$ cat src/rtl/tlfq_pkg.sv
`timescale 1ns / 1ps
// Shared constants, codes and interface structs of the feedback queue scheduler.
package tlfq_pkg;

  localparam int MAX_JOBS_DEF  = 16;
  localparam int TIME_BITS_DEF = 16;

  localparam logic OP_ARRIVAL = 1'b0;
  localparam logic OP_TICK    = 1'b1;

  localparam logic [2:0] ST_ACCEPTED = 3'd0;
  localparam logic [2:0] ST_REJECTED = 3'd1;
  localparam logic [2:0] ST_RAN      = 3'd2;
  localparam logic [2:0] ST_FINISHED = 3'd3;
  localparam logic [2:0] ST_IDLE     = 3'd4;

  localparam logic [1:0] CFG_TOP_Q = 2'd0;
  localparam logic [1:0] CFG_MID_Q = 2'd1;
  localparam logic [1:0] CFG_AGING = 2'd2;

  localparam logic [1:0] LVL_TOP = 2'd0;
  localparam logic [1:0] LVL_MID = 2'd1;
  localparam logic [1:0] LVL_BOT = 2'd2;

  localparam logic [5:0] TOP_Q_RST = 6'd8;
  localparam logic [5:0] MID_Q_RST = 6'd16;
  localparam logic [7:0] AGING_RST = 8'd15;
  localparam logic [7:0] CNT8_MAX  = 8'hFF;

  typedef logic [3:0] act_t;
  localparam act_t ACT_NONE     = 4'd0;
  localparam act_t ACT_LATCH    = 4'd1;
  localparam act_t ACT_REJECT   = 4'd2;
  localparam act_t ACT_IDLETICK = 4'd3;
  localparam act_t ACT_HEAD     = 4'd4;
  localparam act_t ACT_SCAN     = 4'd5;
  localparam act_t ACT_ALLOC    = 4'd6;
  localparam act_t ACT_SLOT     = 4'd7;
  localparam act_t ACT_DECIDE   = 4'd8;
  localparam act_t ACT_WRD      = 4'd9;
  localparam act_t ACT_WSLOT    = 4'd10;
  localparam act_t ACT_WUPD     = 4'd11;

  typedef struct packed {
    act_t act;
  } dp_cmd_t;

  typedef struct packed {
    logic op;
    logic burst_zero;
    logic full;
    logic slot_free;
    logic lvl_none;
    logic walk_needed;
    logic walk_last;
  } dp_stat_t;

endpackage

$ cat src/rtl/tlfq_ctrl.sv
`timescale 1ns / 1ps
// Sequencer of the scheduler: steps the datapath through arrival, tick and aging walk.
module tlfq_ctrl (
  input  logic               clk,
  input  logic               rst_n,
  input  logic               start,
  output logic               busy,
  input  tlfq_pkg::dp_stat_t stat,
  output tlfq_pkg::dp_cmd_t  cmd
);
  import tlfq_pkg::*;

  localparam logic [3:0] S_IDLE   = 4'd0;
  localparam logic [3:0] S_EVAL   = 4'd1;
  localparam logic [3:0] S_SCAN   = 4'd2;
  localparam logic [3:0] S_ALLOC  = 4'd3;
  localparam logic [3:0] S_SLOT   = 4'd4;
  localparam logic [3:0] S_DECIDE = 4'd5;
  localparam logic [3:0] S_WRD    = 4'd6;
  localparam logic [3:0] S_WSLOT  = 4'd7;
  localparam logic [3:0] S_WUPD   = 4'd8;

  logic [3:0] state_r, state_nxt;

  always_comb begin
    state_nxt = state_r;
    cmd.act   = ACT_NONE;
    unique case (state_r)
      S_IDLE: begin
        if (start) begin
          cmd.act   = ACT_LATCH;
          state_nxt = S_EVAL;
        end
      end
      S_EVAL: begin
        if (stat.op == OP_ARRIVAL) begin
          if (stat.burst_zero || stat.full) begin
            cmd.act   = ACT_REJECT;
            state_nxt = S_IDLE;
          end else begin
            state_nxt = S_SCAN;
          end
        end else if (stat.lvl_none) begin
          cmd.act   = ACT_IDLETICK;
          state_nxt = S_IDLE;
        end else begin
          cmd.act   = ACT_HEAD;
          state_nxt = S_SLOT;
        end
      end
      S_SCAN: begin
        cmd.act = ACT_SCAN;
        if (stat.slot_free) state_nxt = S_ALLOC;
      end
      S_ALLOC: begin
        cmd.act   = ACT_ALLOC;
        state_nxt = S_IDLE;
      end
      S_SLOT: begin
        cmd.act   = ACT_SLOT;
        state_nxt = S_DECIDE;
      end
      S_DECIDE: begin
        cmd.act   = ACT_DECIDE;
        state_nxt = stat.walk_needed ? S_WRD : S_IDLE;
      end
      S_WRD: begin
        cmd.act   = ACT_WRD;
        state_nxt = S_WSLOT;
      end
      S_WSLOT: begin
        cmd.act   = ACT_WSLOT;
        state_nxt = S_WUPD;
      end
      S_WUPD: begin
        cmd.act   = ACT_WUPD;
        state_nxt = stat.walk_last ? S_IDLE : S_WRD;
      end
      default: state_nxt = S_IDLE;
    endcase
  end

  always_ff @(posedge clk) begin
    if (!rst_n) begin
      state_r <= S_IDLE;
    end else begin
      state_r <= state_nxt;
    end
  end

  assign busy = (state_r != S_IDLE);

endmodule

$ cat src/rtl/tlfq_dp.sv
`timescale 1ns / 1ps
// Datapath of the scheduler: job store, level queues, config and result registers.
module tlfq_dp #(
  parameter int MAX_JOBS  = tlfq_pkg::MAX_JOBS_DEF,
  parameter int TIME_BITS = tlfq_pkg::TIME_BITS_DEF
) (
  input  logic               clk,
  input  logic               rst_n,
  input  tlfq_pkg::dp_cmd_t  cmd,
  output tlfq_pkg::dp_stat_t stat,
  input  logic               in_op,
  input  logic [7:0]         in_job_id,
  input  logic [15:0]        in_burst,
  input  logic               cfg_we,
  input  logic [1:0]         cfg_index,
  input  logic [7:0]         cfg_data,
  output logic               out_valid,
  output logic [2:0]         out_status,
  output logic [7:0]         out_served_id,
  output logic [1:0]         out_served_level,
  output logic [15:0]        out_arrival_stamp,
  output logic [15:0]        out_start_stamp,
  output logic [15:0]        out_finish_stamp
);
  import tlfq_pkg::*;

  localparam int SLOT_W = (MAX_JOBS > 1) ? $clog2(MAX_JOBS) : 1;
  localparam int FILL_W = $clog2(MAX_JOBS + 1);
  localparam int EXT_W  = (TIME_BITS > 16) ? TIME_BITS : 16;
  localparam int ST_W   = 2 * TIME_BITS + 1;
  localparam logic [TIME_BITS-1:0] TIME_MAX = '1;
  localparam logic [FILL_W-1:0]    FILL_MAX = FILL_W'(MAX_JOBS);

  // per-slot store: {id, burst}, {executed, quantum, idle}, {arrival, start, started}
  logic [23:0]       ib_mem [MAX_JOBS];
  logic [31:0]       pr_mem [MAX_JOBS];
  logic [ST_W-1:0]   st_mem [MAX_JOBS];
  logic [SLOT_W-1:0] ord0_mem [MAX_JOBS];
  logic [SLOT_W-1:0] ord1_mem [MAX_JOBS];
  logic [SLOT_W-1:0] ord2_mem [MAX_JOBS];

  logic [23:0]       ib_q;
  logic [31:0]       pr_q;
  logic [ST_W-1:0]   st_q;
  logic [SLOT_W-1:0] ord0_q, ord1_q, ord2_q;

  logic [5:0]           top_q_r, mid_q_r;
  logic [7:0]           aging_r;
  logic                 op_r;
  logic [7:0]           id_r;
  logic [15:0]          burst_r;
  logic [TIME_BITS-1:0] time_r, time_nxt;
  logic [MAX_JOBS-1:0]  in_use_r;
  logic [FILL_W-1:0]    cnt_r;
  logic [FILL_W-1:0]    fill0_r, fill1_r, fill2_r;
  logic [1:0]           lvl_r;
  logic [SLOT_W-1:0]    slot_r, scan_r;
  logic [FILL_W-1:0]    i_r, n_r, n_nxt;
  logic                 removed_r;

  logic                 out_valid_r;
  logic [2:0]           out_status_r;
  logic [7:0]           out_id_r;
  logic [1:0]           out_lvl_r;
  logic [15:0]          out_arr_r, out_start_r, out_fin_r;

  logic [SLOT_W-1:0]    ord_raddr, ord_sel;
  logic [FILL_W-1:0]    fill_cur, fill_up, fill_dn;
  logic [FILL_W-1:0]    fill_nxt [3];
  logic                 ord_we [3];
  logic [SLOT_W-1:0]    ord_wa [3];

  logic [15:0]          f_exec, f_burst;
  logic [7:0]           f_quant, f_idle, f_id, quant_lim, quant_inc, idle_inc;
  logic [TIME_BITS-1:0] f_arr, f_start, fin_time;
  logic                 f_started;
  logic                 fin, dem, promote, keep, wlast, time_adv;
  logic [EXT_W-1:0]     arr_ext, start_ext, fin_ext;

  assign f_id      = ib_q[23:16];
  assign f_burst   = ib_q[15:0];
  assign f_exec    = pr_q[31:16];
  assign f_quant   = pr_q[15:8];
  assign f_idle    = pr_q[7:0];
  assign f_arr     = st_q[ST_W-1:TIME_BITS+1];
  assign f_start   = st_q[TIME_BITS:1];
  assign f_started = st_q[0];

  always_comb begin
    case (lvl_r)
      LVL_TOP: begin
        ord_sel = ord0_q; fill_cur = fill0_r; fill_dn = fill1_r; fill_up = fill0_r;
      end
      LVL_MID: begin
        ord_sel = ord1_q; fill_cur = fill1_r; fill_dn = fill2_r; fill_up = fill0_r;
      end
      default: begin
        ord_sel = ord2_q; fill_cur = fill2_r; fill_dn = fill2_r; fill_up = fill1_r;
      end
    endcase
  end

  assign ord_raddr = (cmd.act == ACT_WRD) ? i_r[SLOT_W-1:0] : '0;

  assign quant_lim = (lvl_r == LVL_TOP) ? {2'b00, top_q_r} : {2'b00, mid_q_r};
  assign quant_inc = (f_quant == CNT8_MAX) ? f_quant : f_quant + 8'd1;
  assign idle_inc  = (f_idle == CNT8_MAX) ? f_idle : f_idle + 8'd1;
  assign fin       = (f_exec >= f_burst);
  assign dem       = !fin && (lvl_r != LVL_BOT) && (f_quant >= quant_lim);
  assign fin_time  = (time_r == '0) ? '0 : time_r - 1'b1;
  assign arr_ext   = EXT_W'(f_arr);
  assign start_ext = EXT_W'(f_start);
  assign fin_ext   = EXT_W'(fin_time);
  assign time_nxt  = (time_r == TIME_MAX) ? time_r : time_r + 1'b1;
  assign time_adv  = (cmd.act == ACT_IDLETICK) || ((cmd.act == ACT_DECIDE) && !dem);

  // walk: served entry is dropped when removed, otherwise kept without aging
  assign wlast   = (i_r == fill_cur - 1'b1);
  assign promote = (i_r != '0) && (lvl_r != LVL_TOP) && (idle_inc > aging_r);
  assign keep    = (i_r == '0) ? !removed_r : !promote;
  assign n_nxt   = keep ? n_r + 1'b1 : n_r;

  always_comb begin
    fill_nxt[0] = fill0_r;
    fill_nxt[1] = fill1_r;
    fill_nxt[2] = fill2_r;
    for (int k = 0; k < 3; k++) begin
      ord_we[k] = 1'b0;
      ord_wa[k] = '0;
    end
    case (cmd.act)
      ACT_ALLOC: begin
        if (fill0_r < FILL_MAX) begin
          ord_we[0]   = 1'b1;
          ord_wa[0]   = fill0_r[SLOT_W-1:0];
          fill_nxt[0] = fill0_r + 1'b1;
        end
      end
      ACT_DECIDE: begin
        if (dem && (fill_dn < FILL_MAX)) begin
          ord_we[lvl_r + 2'd1]   = 1'b1;
          ord_wa[lvl_r + 2'd1]   = fill_dn[SLOT_W-1:0];
          fill_nxt[lvl_r + 2'd1] = fill_dn + 1'b1;
        end
      end
      ACT_WUPD: begin
        if (keep) begin
          ord_we[lvl_r] = 1'b1;
          ord_wa[lvl_r] = n_r[SLOT_W-1:0];
        end
        if (promote && (fill_up < FILL_MAX)) begin
          ord_we[lvl_r - 2'd1]   = 1'b1;
          ord_wa[lvl_r - 2'd1]   = fill_up[SLOT_W-1:0];
          fill_nxt[lvl_r - 2'd1] = fill_up + 1'b1;
        end
        if (wlast) fill_nxt[lvl_r] = n_nxt;
      end
      default: ;
    endcase
  end

  // memories
  always_ff @(posedge clk) begin
    ord0_q <= ord0_mem[ord_raddr];
    ord1_q <= ord1_mem[ord_raddr];
    ord2_q <= ord2_mem[ord_raddr];
    ib_q   <= ib_mem[ord_sel];
    pr_q   <= pr_mem[ord_sel];
    st_q   <= st_mem[ord_sel];
    if (ord_we[0]) ord0_mem[ord_wa[0]] <= (cmd.act == ACT_ALLOC) ? scan_r : slot_r;
    if (ord_we[1]) ord1_mem[ord_wa[1]] <= slot_r;
    if (ord_we[2]) ord2_mem[ord_wa[2]] <= slot_r;
    case (cmd.act)
      ACT_ALLOC: begin
        ib_mem[scan_r] <= {id_r, burst_r};
        pr_mem[scan_r] <= '0;
        st_mem[scan_r] <= {time_r, {TIME_BITS{1'b0}}, 1'b0};
      end
      ACT_DECIDE: begin
        if (dem) begin
          pr_mem[slot_r] <= {f_exec, 8'd0, f_idle};
        end else if (!fin) begin
          pr_mem[slot_r] <= {f_exec + 16'd1, quant_inc, f_idle};
          if (!f_started) st_mem[slot_r] <= {f_arr, time_r, 1'b1};
        end
      end
      ACT_WUPD: begin
        if ((i_r != '0) && (lvl_r != LVL_TOP)) begin
          pr_mem[slot_r] <= {f_exec, f_quant, promote ? 8'd0 : idle_inc};
        end
      end
      default: ;
    endcase
  end

  // control registers
  always_ff @(posedge clk) begin
    if (!rst_n) begin
      top_q_r     <= TOP_Q_RST;
      mid_q_r     <= MID_Q_RST;
      aging_r     <= AGING_RST;
      time_r      <= '0;
      in_use_r    <= '0;
      cnt_r       <= '0;
      fill0_r     <= '0;
      fill1_r     <= '0;
      fill2_r     <= '0;
      out_valid_r <= 1'b0;
    end else begin
      if (cfg_we) begin
        case (cfg_index)
          CFG_TOP_Q: top_q_r <= cfg_data[5:0];
          CFG_MID_Q: mid_q_r <= cfg_data[5:0];
          CFG_AGING: aging_r <= cfg_data;
          default: ;
        endcase
      end
      if (time_adv) time_r <= time_nxt;
      fill0_r <= fill_nxt[0];
      fill1_r <= fill_nxt[1];
      fill2_r <= fill_nxt[2];
      if (cmd.act == ACT_ALLOC) begin
        in_use_r[scan_r] <= 1'b1;
        cnt_r            <= cnt_r + 1'b1;
      end
      if ((cmd.act == ACT_DECIDE) && fin) begin
        in_use_r[slot_r] <= 1'b0;
        cnt_r            <= cnt_r - 1'b1;
      end
      out_valid_r <= (cmd.act == ACT_REJECT) || (cmd.act == ACT_IDLETICK) ||
                     (cmd.act == ACT_ALLOC) || (cmd.act == ACT_DECIDE);
    end
  end

  // working and result registers
  always_ff @(posedge clk) begin
    case (cmd.act)
      ACT_LATCH: begin
        op_r    <= in_op;
        id_r    <= in_job_id;
        burst_r <= in_burst;
        scan_r  <= '0;
        if (fill0_r != '0)      lvl_r <= LVL_TOP;
        else if (fill1_r != '0) lvl_r <= LVL_MID;
        else                    lvl_r <= LVL_BOT;
      end
      ACT_SCAN: begin
        if (in_use_r[scan_r]) scan_r <= scan_r + 1'b1;
      end
      ACT_SLOT, ACT_WSLOT: slot_r <= ord_sel;
      ACT_DECIDE: begin
        removed_r <= fin || dem;
        i_r       <= '0;
        n_r       <= '0;
      end
      ACT_WUPD: begin
        i_r <= i_r + 1'b1;
        n_r <= n_nxt;
      end
      default: ;
    endcase

    out_status_r <= ST_IDLE;
    out_id_r     <= 8'd0;
    out_lvl_r    <= LVL_TOP;
    out_arr_r    <= 16'd0;
    out_start_r  <= 16'd0;
    out_fin_r    <= 16'd0;
    case (cmd.act)
      ACT_REJECT: out_status_r <= ST_REJECTED;
      ACT_ALLOC: begin
        out_status_r <= ST_ACCEPTED;
        out_id_r     <= id_r;
      end
      ACT_DECIDE: begin
        if (fin) begin
          out_status_r <= ST_FINISHED;
          out_id_r     <= f_id;
          out_lvl_r    <= lvl_r;
          out_arr_r    <= arr_ext[15:0];
          out_start_r  <= start_ext[15:0];
          out_fin_r    <= fin_ext[15:0];
        end else if (!dem) begin
          out_status_r <= ST_RAN;
          out_id_r     <= f_id;
          out_lvl_r    <= lvl_r;
        end
      end
      default: ;
    endcase
  end

  assign stat.op          = op_r;
  assign stat.burst_zero  = (burst_r == 16'd0);
  assign stat.full        = (cnt_r == FILL_MAX);
  assign stat.slot_free   = !in_use_r[scan_r];
  assign stat.lvl_none    = (fill0_r == '0) && (fill1_r == '0) && (fill2_r == '0);
  assign stat.walk_needed = fin || dem || (lvl_r != LVL_TOP);
  assign stat.walk_last   = wlast;

  assign out_valid         = out_valid_r;
  assign out_status        = out_status_r;
  assign out_served_id     = out_id_r;
  assign out_served_level  = out_lvl_r;
  assign out_arrival_stamp = out_arr_r;
  assign out_start_stamp   = out_start_r;
  assign out_finish_stamp  = out_fin_r;

  a_cnt_bound: assert property (@(posedge clk) disable iff (!rst_n) cnt_r <= FILL_MAX)
    else $error("job count above store depth");
  a_out_pulse: assert property (@(posedge clk) disable iff (!rst_n)
    out_valid_r |=> !out_valid_r)
    else $error("result strobe held two cycles");
  a_walk_range: assert property (@(posedge clk) disable iff (!rst_n)
    (cmd.act == ACT_WUPD) |-> (i_r < fill_cur))
    else $error("aging walk ran past queue fill");
  a_alloc_free: assert property (@(posedge clk) disable iff (!rst_n)
    (cmd.act == ACT_ALLOC) |-> !in_use_r[scan_r])
    else $error("allocation into a slot in use");

endmodule

$ cat src/rtl/three_level_feedback_queue_scheduler_unit.sv
`timescale 1ns / 1ps
// Arrival: latched and checked, then rejected, or a free slot is scanned for and allocated.
// Tick: idle result if all queues are empty; else head and slot read, result decided, then,
// unless a top-level job stays, a read/slot/update walk over the level before busy drops.
// Serialized by the 1R1W job store and queue memories; one item at a time.
// Synchronous active-low reset: queues empty, time zero, quanta 8/16, threshold 15.
// Results are one-cycle strobes on out_valid; the receiver cannot stall.
module three_level_feedback_queue_scheduler_unit #(
  parameter int MAX_JOBS  = tlfq_pkg::MAX_JOBS_DEF,
  parameter int TIME_BITS = tlfq_pkg::TIME_BITS_DEF
) (
  input  logic        clk,
  input  logic        rst_n,
  input  logic        start,
  output logic        busy,
  input  logic        in_op,
  input  logic [7:0]  in_job_id,
  input  logic [15:0] in_burst,
  input  logic        cfg_valid,
  output logic        cfg_ready,
  input  logic [1:0]  cfg_index,
  input  logic [7:0]  cfg_data,
  output logic        out_valid,
  output logic [2:0]  out_status,
  output logic [7:0]  out_served_id,
  output logic [1:0]  out_served_level,
  output logic [15:0] out_arrival_stamp,
  output logic [15:0] out_start_stamp,
  output logic [15:0] out_finish_stamp
);
  import tlfq_pkg::*;

  dp_cmd_t  cmd;
  dp_stat_t stat;

  assign cfg_ready = 1'b1;

  tlfq_ctrl u_ctrl (
    .clk   (clk),
    .rst_n (rst_n),
    .start (start),
    .busy  (busy),
    .stat  (stat),
    .cmd   (cmd)
  );

  tlfq_dp #(
    .MAX_JOBS  (MAX_JOBS),
    .TIME_BITS (TIME_BITS)
  ) u_dp (
    .clk               (clk),
    .rst_n             (rst_n),
    .cmd               (cmd),
    .stat              (stat),
    .in_op             (in_op),
    .in_job_id         (in_job_id),
    .in_burst          (in_burst),
    .cfg_we            (cfg_valid & cfg_ready),
    .cfg_index         (cfg_index),
    .cfg_data          (cfg_data),
    .out_valid         (out_valid),
    .out_status        (out_status),
    .out_served_id     (out_served_id),
    .out_served_level  (out_served_level),
    .out_arrival_stamp (out_arrival_stamp),
    .out_start_stamp   (out_start_stamp),
    .out_finish_stamp  (out_finish_stamp)
  );

endmodule
$ cat config.mk
export PLATFORM = sky130hd
export DESIGN_NAME = three_level_feedback_queue_scheduler_unit
export DESIGN_NICKNAME = d
export VERILOG_FILES = /design/src/rtl/tlfq_pkg.sv /design/src/rtl/tlfq_ctrl.sv /design/src/rtl/tlfq_dp.sv /design/src/rtl/three_level_feedback_queue_scheduler_unit.sv
export SDC_FILE = /design/constraint.sdc
export NUM_CORES = 2
export LEC_CHECK = 0
export ABC_AREA = 1
export BUFFER_PORTS_ARGS = -buffer_cell sky130_fd_sc_hd__clkbuf_2
export CELL_PAD_IN_SITES_DETAIL_PLACEMENT = 0
export CELL_PAD_IN_SITES_GLOBAL_PLACEMENT = 2
export CORE_MARGIN = 2
export CORE_UTILIZATION = 44
export DETAILED_ROUTE_END_ITERATION = 7
export PLACE_DENSITY = 0.78
export SLEW_MARGIN = 5
export SYNTH_ARGS = -nofsm -noshare
export SYNTH_HDL_FRONTEND = slang
export SYNTH_SLANG_ARGS = --single-unit
$ cat constraint.sdc
create_clock -name clk -period 5.04 [get_ports clk]
set_input_delay 0.756 -clock clk [delete_from_list [all_inputs] [get_ports clk]]
set_output_delay 0.756 -clock clk [all_outputs]
set_load 0.02 [all_outputs]
; Word level (Yosys, flattened, before mapping)
; Memory sizes are Yosys's and may differ from the RTL's. A register that Yosys moved wholly into a read port is not among the register bits.
; Cells that the tools add are included.
[word_totals]
register_bits = 184
mem_bits_rw = 1616
input_bits = 39
out_inout_bits = 64
wordCells = 291
n_memories = 6
[mem_list]
columns = name, words, word_bits, rd, rd_ports_with_merged_regs, wr, line_no
row1 = u_dp.st_mem, 16, 33, 1, 1, 1, tlfq_dp.sv:37  ; logic [ST_W-1:0] st_mem [MAX_JOBS];
row2 = u_dp.pr_mem, 16, 32, 1, 1, 1, tlfq_dp.sv:36  ; logic [31:0] pr_mem [MAX_JOBS];
row3 = u_dp.ib_mem, 16, 24, 1, 1, 1, tlfq_dp.sv:35  ; logic [23:0] ib_mem [MAX_JOBS];
row4 = u_dp.ord0_mem, 16, 4, 1, 1, 1, tlfq_dp.sv:38  ; logic [SLOT_W-1:0] ord0_mem [MAX_JOBS];
row5 = u_dp.ord1_mem, 16, 4, 1, 1, 1, tlfq_dp.sv:39  ; logic [SLOT_W-1:0] ord1_mem [MAX_JOBS];
row6 = u_dp.ord2_mem, 16, 4, 1, 1, 1, tlfq_dp.sv:40  ; logic [SLOT_W-1:0] ord2_mem [MAX_JOBS];
[classes]
add_sub_neg = 16
magnitude_cmp = 16
eq_ne = 32
n_mux = 123
bitwise = 14
n_reduce_logical = 58
[ops]
columns = op, count
row1 = 2-to-1 mux 32 bit, 3
row2 = 2-to-1 mux 15 bit, 4
row3 = 2-to-1 mux 4 bit, 13
row4 = 2-to-1 mux 12 bit, 4
row5 = 2-to-1 mux 16 bit, 3
row6 = bitwise mux 15 bit, 3
row7 = 2-to-1 mux 5 bit, 9
row8 = 2-to-1 mux 8 bit, 5
row9 = case mux 4 bit (9 select lines), 1
row10 = 2-to-1 mux 1 bit, 34
row11 = 2-to-1 mux 33 bit, 1
row12 = OR reduction 33 bit, 1
row13 = "adder 16 x 1 -> 16 bit, second input constant", 2
row14 = zero test 16 bit, 2
row15 = case mux 4 bit (8 select lines), 1
row16 = case mux 8 bit (2 select lines), 2
row17 = OR reduction 32 bit, 1
row18 = "adder 5 x 1 -> 5 bit, second input constant", 6
row19 = demux 5 bit (select 2 bit), 3
row20 = 2-to-1 mux 3 bit, 10
row21 = case mux 5 bit (2 select lines), 3
row22 = "equality test 4 x 3 -> 1 bit, second input constant", 7
row23 = AND 12 bit, 2
row24 = demux 4 bit (select 2 bit), 3
row25 = other kinds (59), 136

; Logic depth before layout (Yosys ltp)
[logic_depth]
ltp_word = 13
ltp_mapped = 25
depth_no_buf = 24

; Hierarchy
; Synthesis repeated with hierarchy kept, for this count alone.
[unflattened]
cells_unflattened = 6609
area_unflattened_um2 = 78659.2
[modules_own_cells]
columns = mod, instances, cells_per_inst, area_per_inst_um2, seq_area_each_um2
row1 = tlfq_dp, 1, 6553, 78333.9, 54612.4
row2 = tlfq_ctrl, 1, 54, 314.1, 80.1
row3 = three_level_feedback_queue_scheduler_unit, 1, 2, 11.3, 0.0

; Worst setup path before layout
; OpenSTA, ideal clock, no wires.
[synth_path]
kind = register -> register
start = register u_dp.lvl_r[0]
end = memory u_dp.st_mem[0][0] in the netlist's numbering, enable pin
setup_time_ns = 0.423
arrival_ns = 3.954
required_ns = 4.617
setup_slack_ns = 0.663
stages_incl_launch_ff = 17
path_buffers = 4
period_less_slack_ns = 4.377
cell_sequence = edfxtp_1 -> buf_6 -> nor2_2 -> buf_4 -> buf_4 -> mux2i_1 -> ha_1 -> a21oi_1 -> o21ai_0 -> nand2_1 -> nand3_1 -> nand2_1 -> nand3b_4 -> buf_6 -> o21ai_2 -> nand3_1 -> nor2_1
[synth_between]
elab_chain_cells = 9
word_cells_on_any_way = 12
cone_classes = 1 x order compare / 1 x eq/ne / 6 x mux / 4 x reduce/logical
[synth_lines]
columns = item, line_no
row1 = from (decl), tlfq_dp.sv:56  ; logic [1:0] lvl_r;
row2 = from (signal assigned), tlfq_dp.sv:243  ; if (fill0_r != '0) lvl_r <= LVL_TOP;
row3 = from (signal assigned), tlfq_dp.sv:244  ; else if (fill1_r != '0) lvl_r <= LVL_MID;
row4 = from (signal assigned), tlfq_dp.sv:245  ; else lvl_r <= LVL_BOT;
row5 = zero test 2 bit, tlfq_dp.sv:105  ; assign quant_lim = (lvl_r == LVL_TOP) ? {2'b00, top_q_r} : {2'b00, mid_q_r};
row6 = 2-to-1 mux 6 bit, tlfq_dp.sv:105
row7 = greater-or-equal comparator 8 bit, tlfq_dp.sv:109  ; assign dem = !fin && (lvl_r != LVL_BOT) && (f_quant >= quant_lim);
row8 = logical AND 1 bit (*), tlfq_dp.sv:109
row9 = 2-to-1 mux 1 bit (*), tlfq_dp.sv:180  ; if (dem) begin
row10 = 2-to-1 mux 1 bit (*), tlfq_dp.sv:173  ; case (cmd.act)
row11 = 2-to-1 mux 1 bit (implied by the code) (*), tlfq_dp.sv:184  ; if (!f_started) st_mem[slot_r] <= {f_arr, time_r, 1'b1};
row12 = OR reduction 33 bit (no source line), --
row13 = 2-to-1 mux 4 bit (no source line) / 2-to-1 mux 1 bit (equally long branches), --
row14 = to (decl), tlfq_dp.sv:37
; Every way passes the cells marked *; elsewhere a longest branch is shown, timed or not.

; Final worst setup path
[layout_path]
start = register u_dp.pr_q[0] (read register of u_dp.pr_mem)
end = memory u_dp.ord1_mem[6][1] in the netlist's numbering, enable pin
[layout_between]
elab_chain_cells = 13
word_cells_on_any_way = 20
cone_classes = 1 x add/sub / 1 x order compare / 1 x eq/ne / 13 x mux / 1 x bitwise / 3 x reduce/logical
[layout_lines]
columns = item, line_no
row1 = from (decl), tlfq_dp.sv:43  ; logic [31:0] pr_q;
row2 = adder 8 x 1 -> 8 bit / equality test 8 bit (equally long branches), tlfq_dp.sv:107  ; assign idle_inc = (f_idle == CNT8_MAX) ? f_idle : f_idle + 8'd1;
row3 = 2-to-1 mux 8 bit (*), tlfq_dp.sv:107
row4 = > comparator 8 bit (*), tlfq_dp.sv:119  ; assign promote = (i_r != '0) && (lvl_r != LVL_TOP) && (idle_inc > aging_r);
row5 = logical AND 1 bit (*), tlfq_dp.sv:119
row6 = zero test 1 bit, tlfq_dp.sv:120  ; assign keep = (i_r == '0) ? !removed_r : !promote;
row7 = 2-to-1 mux 1 bit, tlfq_dp.sv:120
row8 = 2-to-1 mux 3 bit, tlfq_dp.sv:147  ; if (keep) begin
row9 = 2-to-1 mux 3 bit, tlfq_dp.sv:131  ; case (cmd.act)
row10 = bitwise OR 3 bit (no source line), --
row11 = 2-to-1 mux 3 bit, tlfq_dp.sv:151  ; if (promote && (fill_up < FILL_MAX)) begin
row12 = case mux 2 bit (2 select lines), tlfq_dp.sv:131
row13 = 2-to-1 mux 1 bit, tlfq_dp.sv:171  ; if (ord_we[1]) ord1_mem[ord_wa[1]] <= slot_r;
row14 = 2-to-1 mux 1 bit (implied by the code), tlfq_dp.sv:171
row15 = to (decl), tlfq_dp.sv:39
; Every way passes the cells marked *; elsewhere a longest branch is shown, timed or not. The select of a mux whose other input is x is not followed.

==> flow_summary_export.csv <==
group,metric,value,unit
layout,fin_cells,9167,
power,p_per_area,405,nW/µm²
drt,drt-initial-drc-count,4573,
power,p_sw_share,25.3,%
global_routing,grt_max_degree,114,
drt,via_per_inst,5.53,
yosys,synth_fp_nets,6635,
floorplanning,die_h,426,µm
drt,first_pass_iters,6,
yosys,synth_commonest_cells,"edfxtp_1 (1662), nor2_1 (1090), nand3_1 (661), nand2_1 (523), o21ai_0 (410)",
power,power_switching,9110,µW
yosys,syn_area_per_cell,12.0,µm²
timing,finalSetupTns,0,ns
clock_tree,cts_root_buffer,"clkbuf_16",
timing,timing.fmax,230,MHz
power,peakVddDrop,328,µV
floorplanning,initial_core_util,44.4,%
timing,fin_crit,4.34,ns
yosys,synth_edf_count,1662,
setup_path,crit_required,5.53,ns
timing,period_share,86.2,%
setup_path,critPathKind,"reg2reg",
timing,finalSetupViolCount,0,
yosys,netlist_area,78300,µm²
drt,routed-via-count,50700,
power,internal_power,26900,µW
power,leakagePower,0.0289,µW
layout,design_area,88900,µm²
clock_tree,cts_setup_buffers,0,
global_routing,gr-total-overflow,0,
yosys,post-synth-top-count-cell,"edfxtp_1",
clock_tree,post_cts_resized,0,
timing,rsz0062_at_grt,"false",
setup_path,critPathMaxFanout,12,
timing,slew-limit-headroom,22.8,%
floorplanning,design.core.area,176000,µm²
place,io_buffers,101,
setup_path,startpoint_type,"flop",
timing,hold_viol_final,0,
floorplanning,chipWidth,426,µm
setup_path,critPathArrivalTime,4.84,ns
clock_tree,cts_made_buffers,198,
setup_path,setup.worst_path.end_class,"flop",
power,combPwrFrac,10.2,%
power,clkPwrFrac,40.9,%
yosys,synth_cell_types,61,
drt,wl_per_cell,24.0,µm
yosys,ys_async_sr_fraction,0,%
drt,ant_nets,0,
yosys,postSynthCellCount,6544,
floorplanning,num_rows,154,
timing,clock_skew,0.0363,ns
drt,drc_errors,0,
outcome,outcome,"finished clean",
yosys,synth_area_leader_cell,"edfxtp_1",
layout,nets,6743,
job,max_cap_viol_count,0,
clock_tree,clkSlewWorstSetupHoldPaths,0.06,ns
place,dp_hpwl,129,mm
floorplanning,io_pins,103,
place,place_congestion,0.901,
global_routing,grt_pass1_vias,49500,
yosys,yosys_warnings,0,
clock_tree,clock_latency,0.85,ns
layout,syn_to_final_growth,13.5,%
yosys,yosys_register_bits,1901,
yosys,synth_ff_type,"edfxtp_1",
hold_path,holdCritPathClass,"in2reg",
clock_tree,clock-sinks,1901,
place,place_area,82300,µm²
global_routing,antenna_found_initial,3,
global_routing,grt_usage,24.0,%
clock_tree,hold_buffers,0,
yosys,synth.area.top_cells,"edfxtp_1 (64%), dfxtp_1 (6.1%), nor2_1 (5.2%)",
yosys,yosysSeqAreaShare,69.9,%
timing,worst_slew_pin_slew,1.16,ns
drt,totalWireLength,220,mm
global_routing,grt_pass1_wl,327,mm
layout,drive_gt1_share,13.8,%
timing,drv_slew,0,
clock_tree,cts_tree,"done",
power,p_seq_share,48.9,%
power,p_total,36000,µW
clock_tree,clockBufferDepth,3,
place,place_inst,8792,
floorplanning,dieArea,181000,µm²
clock_tree,cts_htree_levels,4,
yosys,synth_top_area_share,63.7,%
==> stage by stage <==
stage | worst slack, ns | hold WS [ns] | utilization, %
detailed placement | 0.748 | 0.400 | 46.6
global route | 0.291 | 0.0499 | 50.4
finish | 0.696 | 0.0922 | 50.4
global placement | 0.911 | 0.394 | 46.6
floorplan | 0.663 | 0.394 | -
CTS | 0.727 | 0.0200 | 50.3
==> layout by cell type, fill, tap and decap left out, drive strengths merged, types with 3 or more instances in the layout <==
cell         n
edfxtp    1662
nor2      1101
nand3      666
nand2      532
o21ai      499
clkbuf     384
o211ai     361
or2        338
inv        279
dfxtp      239
buf        189
a21oi       88
mux2i       77
nor3        69
clkinv      63
ha          51
o221ai      48
xor2        35
nand4       34
o22ai       22
bufinv      16
a211oi      15
a22o         8
clkinvlp     7
nor4         6
o21a         6
o31ai        6
xnor2        5
a311oi       4
a31oi        3
==> cell type report <==
class                           count  area (µm²)
Clock inverter                     91        1010
Sequential cell                  1901       54700
Tap cell                         2340        2930
Inverter                          274        1060
Multi-Input combinational cell   3987       21200
Fill cell                       15400       87600
Clock buffer                      283        5570
Antenna cell                        1        2.50
Timing Repair Buffer              290        2390
==> critical path, cell delays in order, from the launching register on <==
cell and delay (ns):
dfxtp_1 0.38, ha_1 0.19, nand2_1 0.09, nor3_1 0.29, nand3_1 0.27, nand2_1 0.13, o21ai_0 0.13, ha_1 0.32
inv_1 0.04, o21bai_1 0.12, nand2_1 0.07, nand2_1 0.07, nand2_1 0.05, nand2_1 0.22, nand4_1 0.45, a21oi_1 0.45
nand2_1 0.10, nand2_1 0.13, nand2_1 0.15, nor2_1 0.34
==> flip-flops by register name, summed over array words and instances, names as in the netlist, 6 cells and up <==
register	cells
u_dp.st_q	33
u_dp.out_arrival_stamp	16
u_dp.ord1_mem	64
u_dp.pr_mem	512
u_dp.time_r	16
u_dp.burst_r	16
u_dp.pr_q	32
u_dp.out_start_stamp	16
u_dp.ib_q	24
u_dp.st_mem	528
u_dp.out_served_id	8
u_dp.ord2_mem	64
u_dp.mid_q_r	6
u_dp.id_r	8
u_dp.ib_mem	384
u_dp.in_use_r	16
u_dp.aging_r	8
u_dp.top_q_r	6
u_dp.ord0_mem	64
u_dp.out_finish_stamp	16
==> path summary, 6_finish.rpt <==
kind	to	depth (start not counted)	from	slack [ns]
worst max-delay path	u_dp.ord1_mem[6][1]$_DFFE_PP_	19	u_dp.pr_q[0]$_DFF_P_	0.70
worst min-delay path	u_dp.id_r[2]$_DFFE_PP_	1	in_job_id[2]	0.09
worst max register to register	u_dp.ord1_mem[6][1]$_DFFE_PP_	19	u_dp.pr_q[0]$_DFF_P_	0.70
worst min register to register	u_dp.out_start_stamp[4]$_SDFF_PN0_	2	u_dp.st_q[5]$_DFF_P_	0.41
==> kinds of logic (layout without fill, tap and decap cells) <==
family                   after synthesis  after routing  share of synthesized area [%]
adder cells (fa/ha/maj)               52             52                          0.841
flip-flops                          1901           1901                           69.9
other                                  1              2                        0.00479
AND/OR/NAND/NOR                     2750           2750                           15.8
multiplexers                          77             77                          0.984
buffers and inverters                656            938                           3.60
AO/OA/AOI/OAI                       1067           1067                           8.46
XOR/XNOR                              40             40                          0.447
==> power groups by stage <==
stage | combinational, µW | clock [µW] | sequential [µW]
after floorplan | 2410 | 0 | 17800
after global placement | 3690 | 0 | 17900
after detailed placement | 3670 | 0 | 17900
after CTS | 3690 | 15000 | 17600
after global routing | 4060 | 15600 | 17600
final | 3670 | 14700 | 17600
==> layer usage <==
layer | global-route usage (%) | part of all wire [%] | vias to the layer above
met5 | 0 | 0 | -
met3 | 3.05 | 4.7 | 317
met4 | 7.47 | 2.8 | 0
met1 | 33.6 | 45 | 25300
li1 | - | - | 23700
met2 | 39.2 | 48 | 1350
No activity file was read; power rests on OpenSTA's default activity.
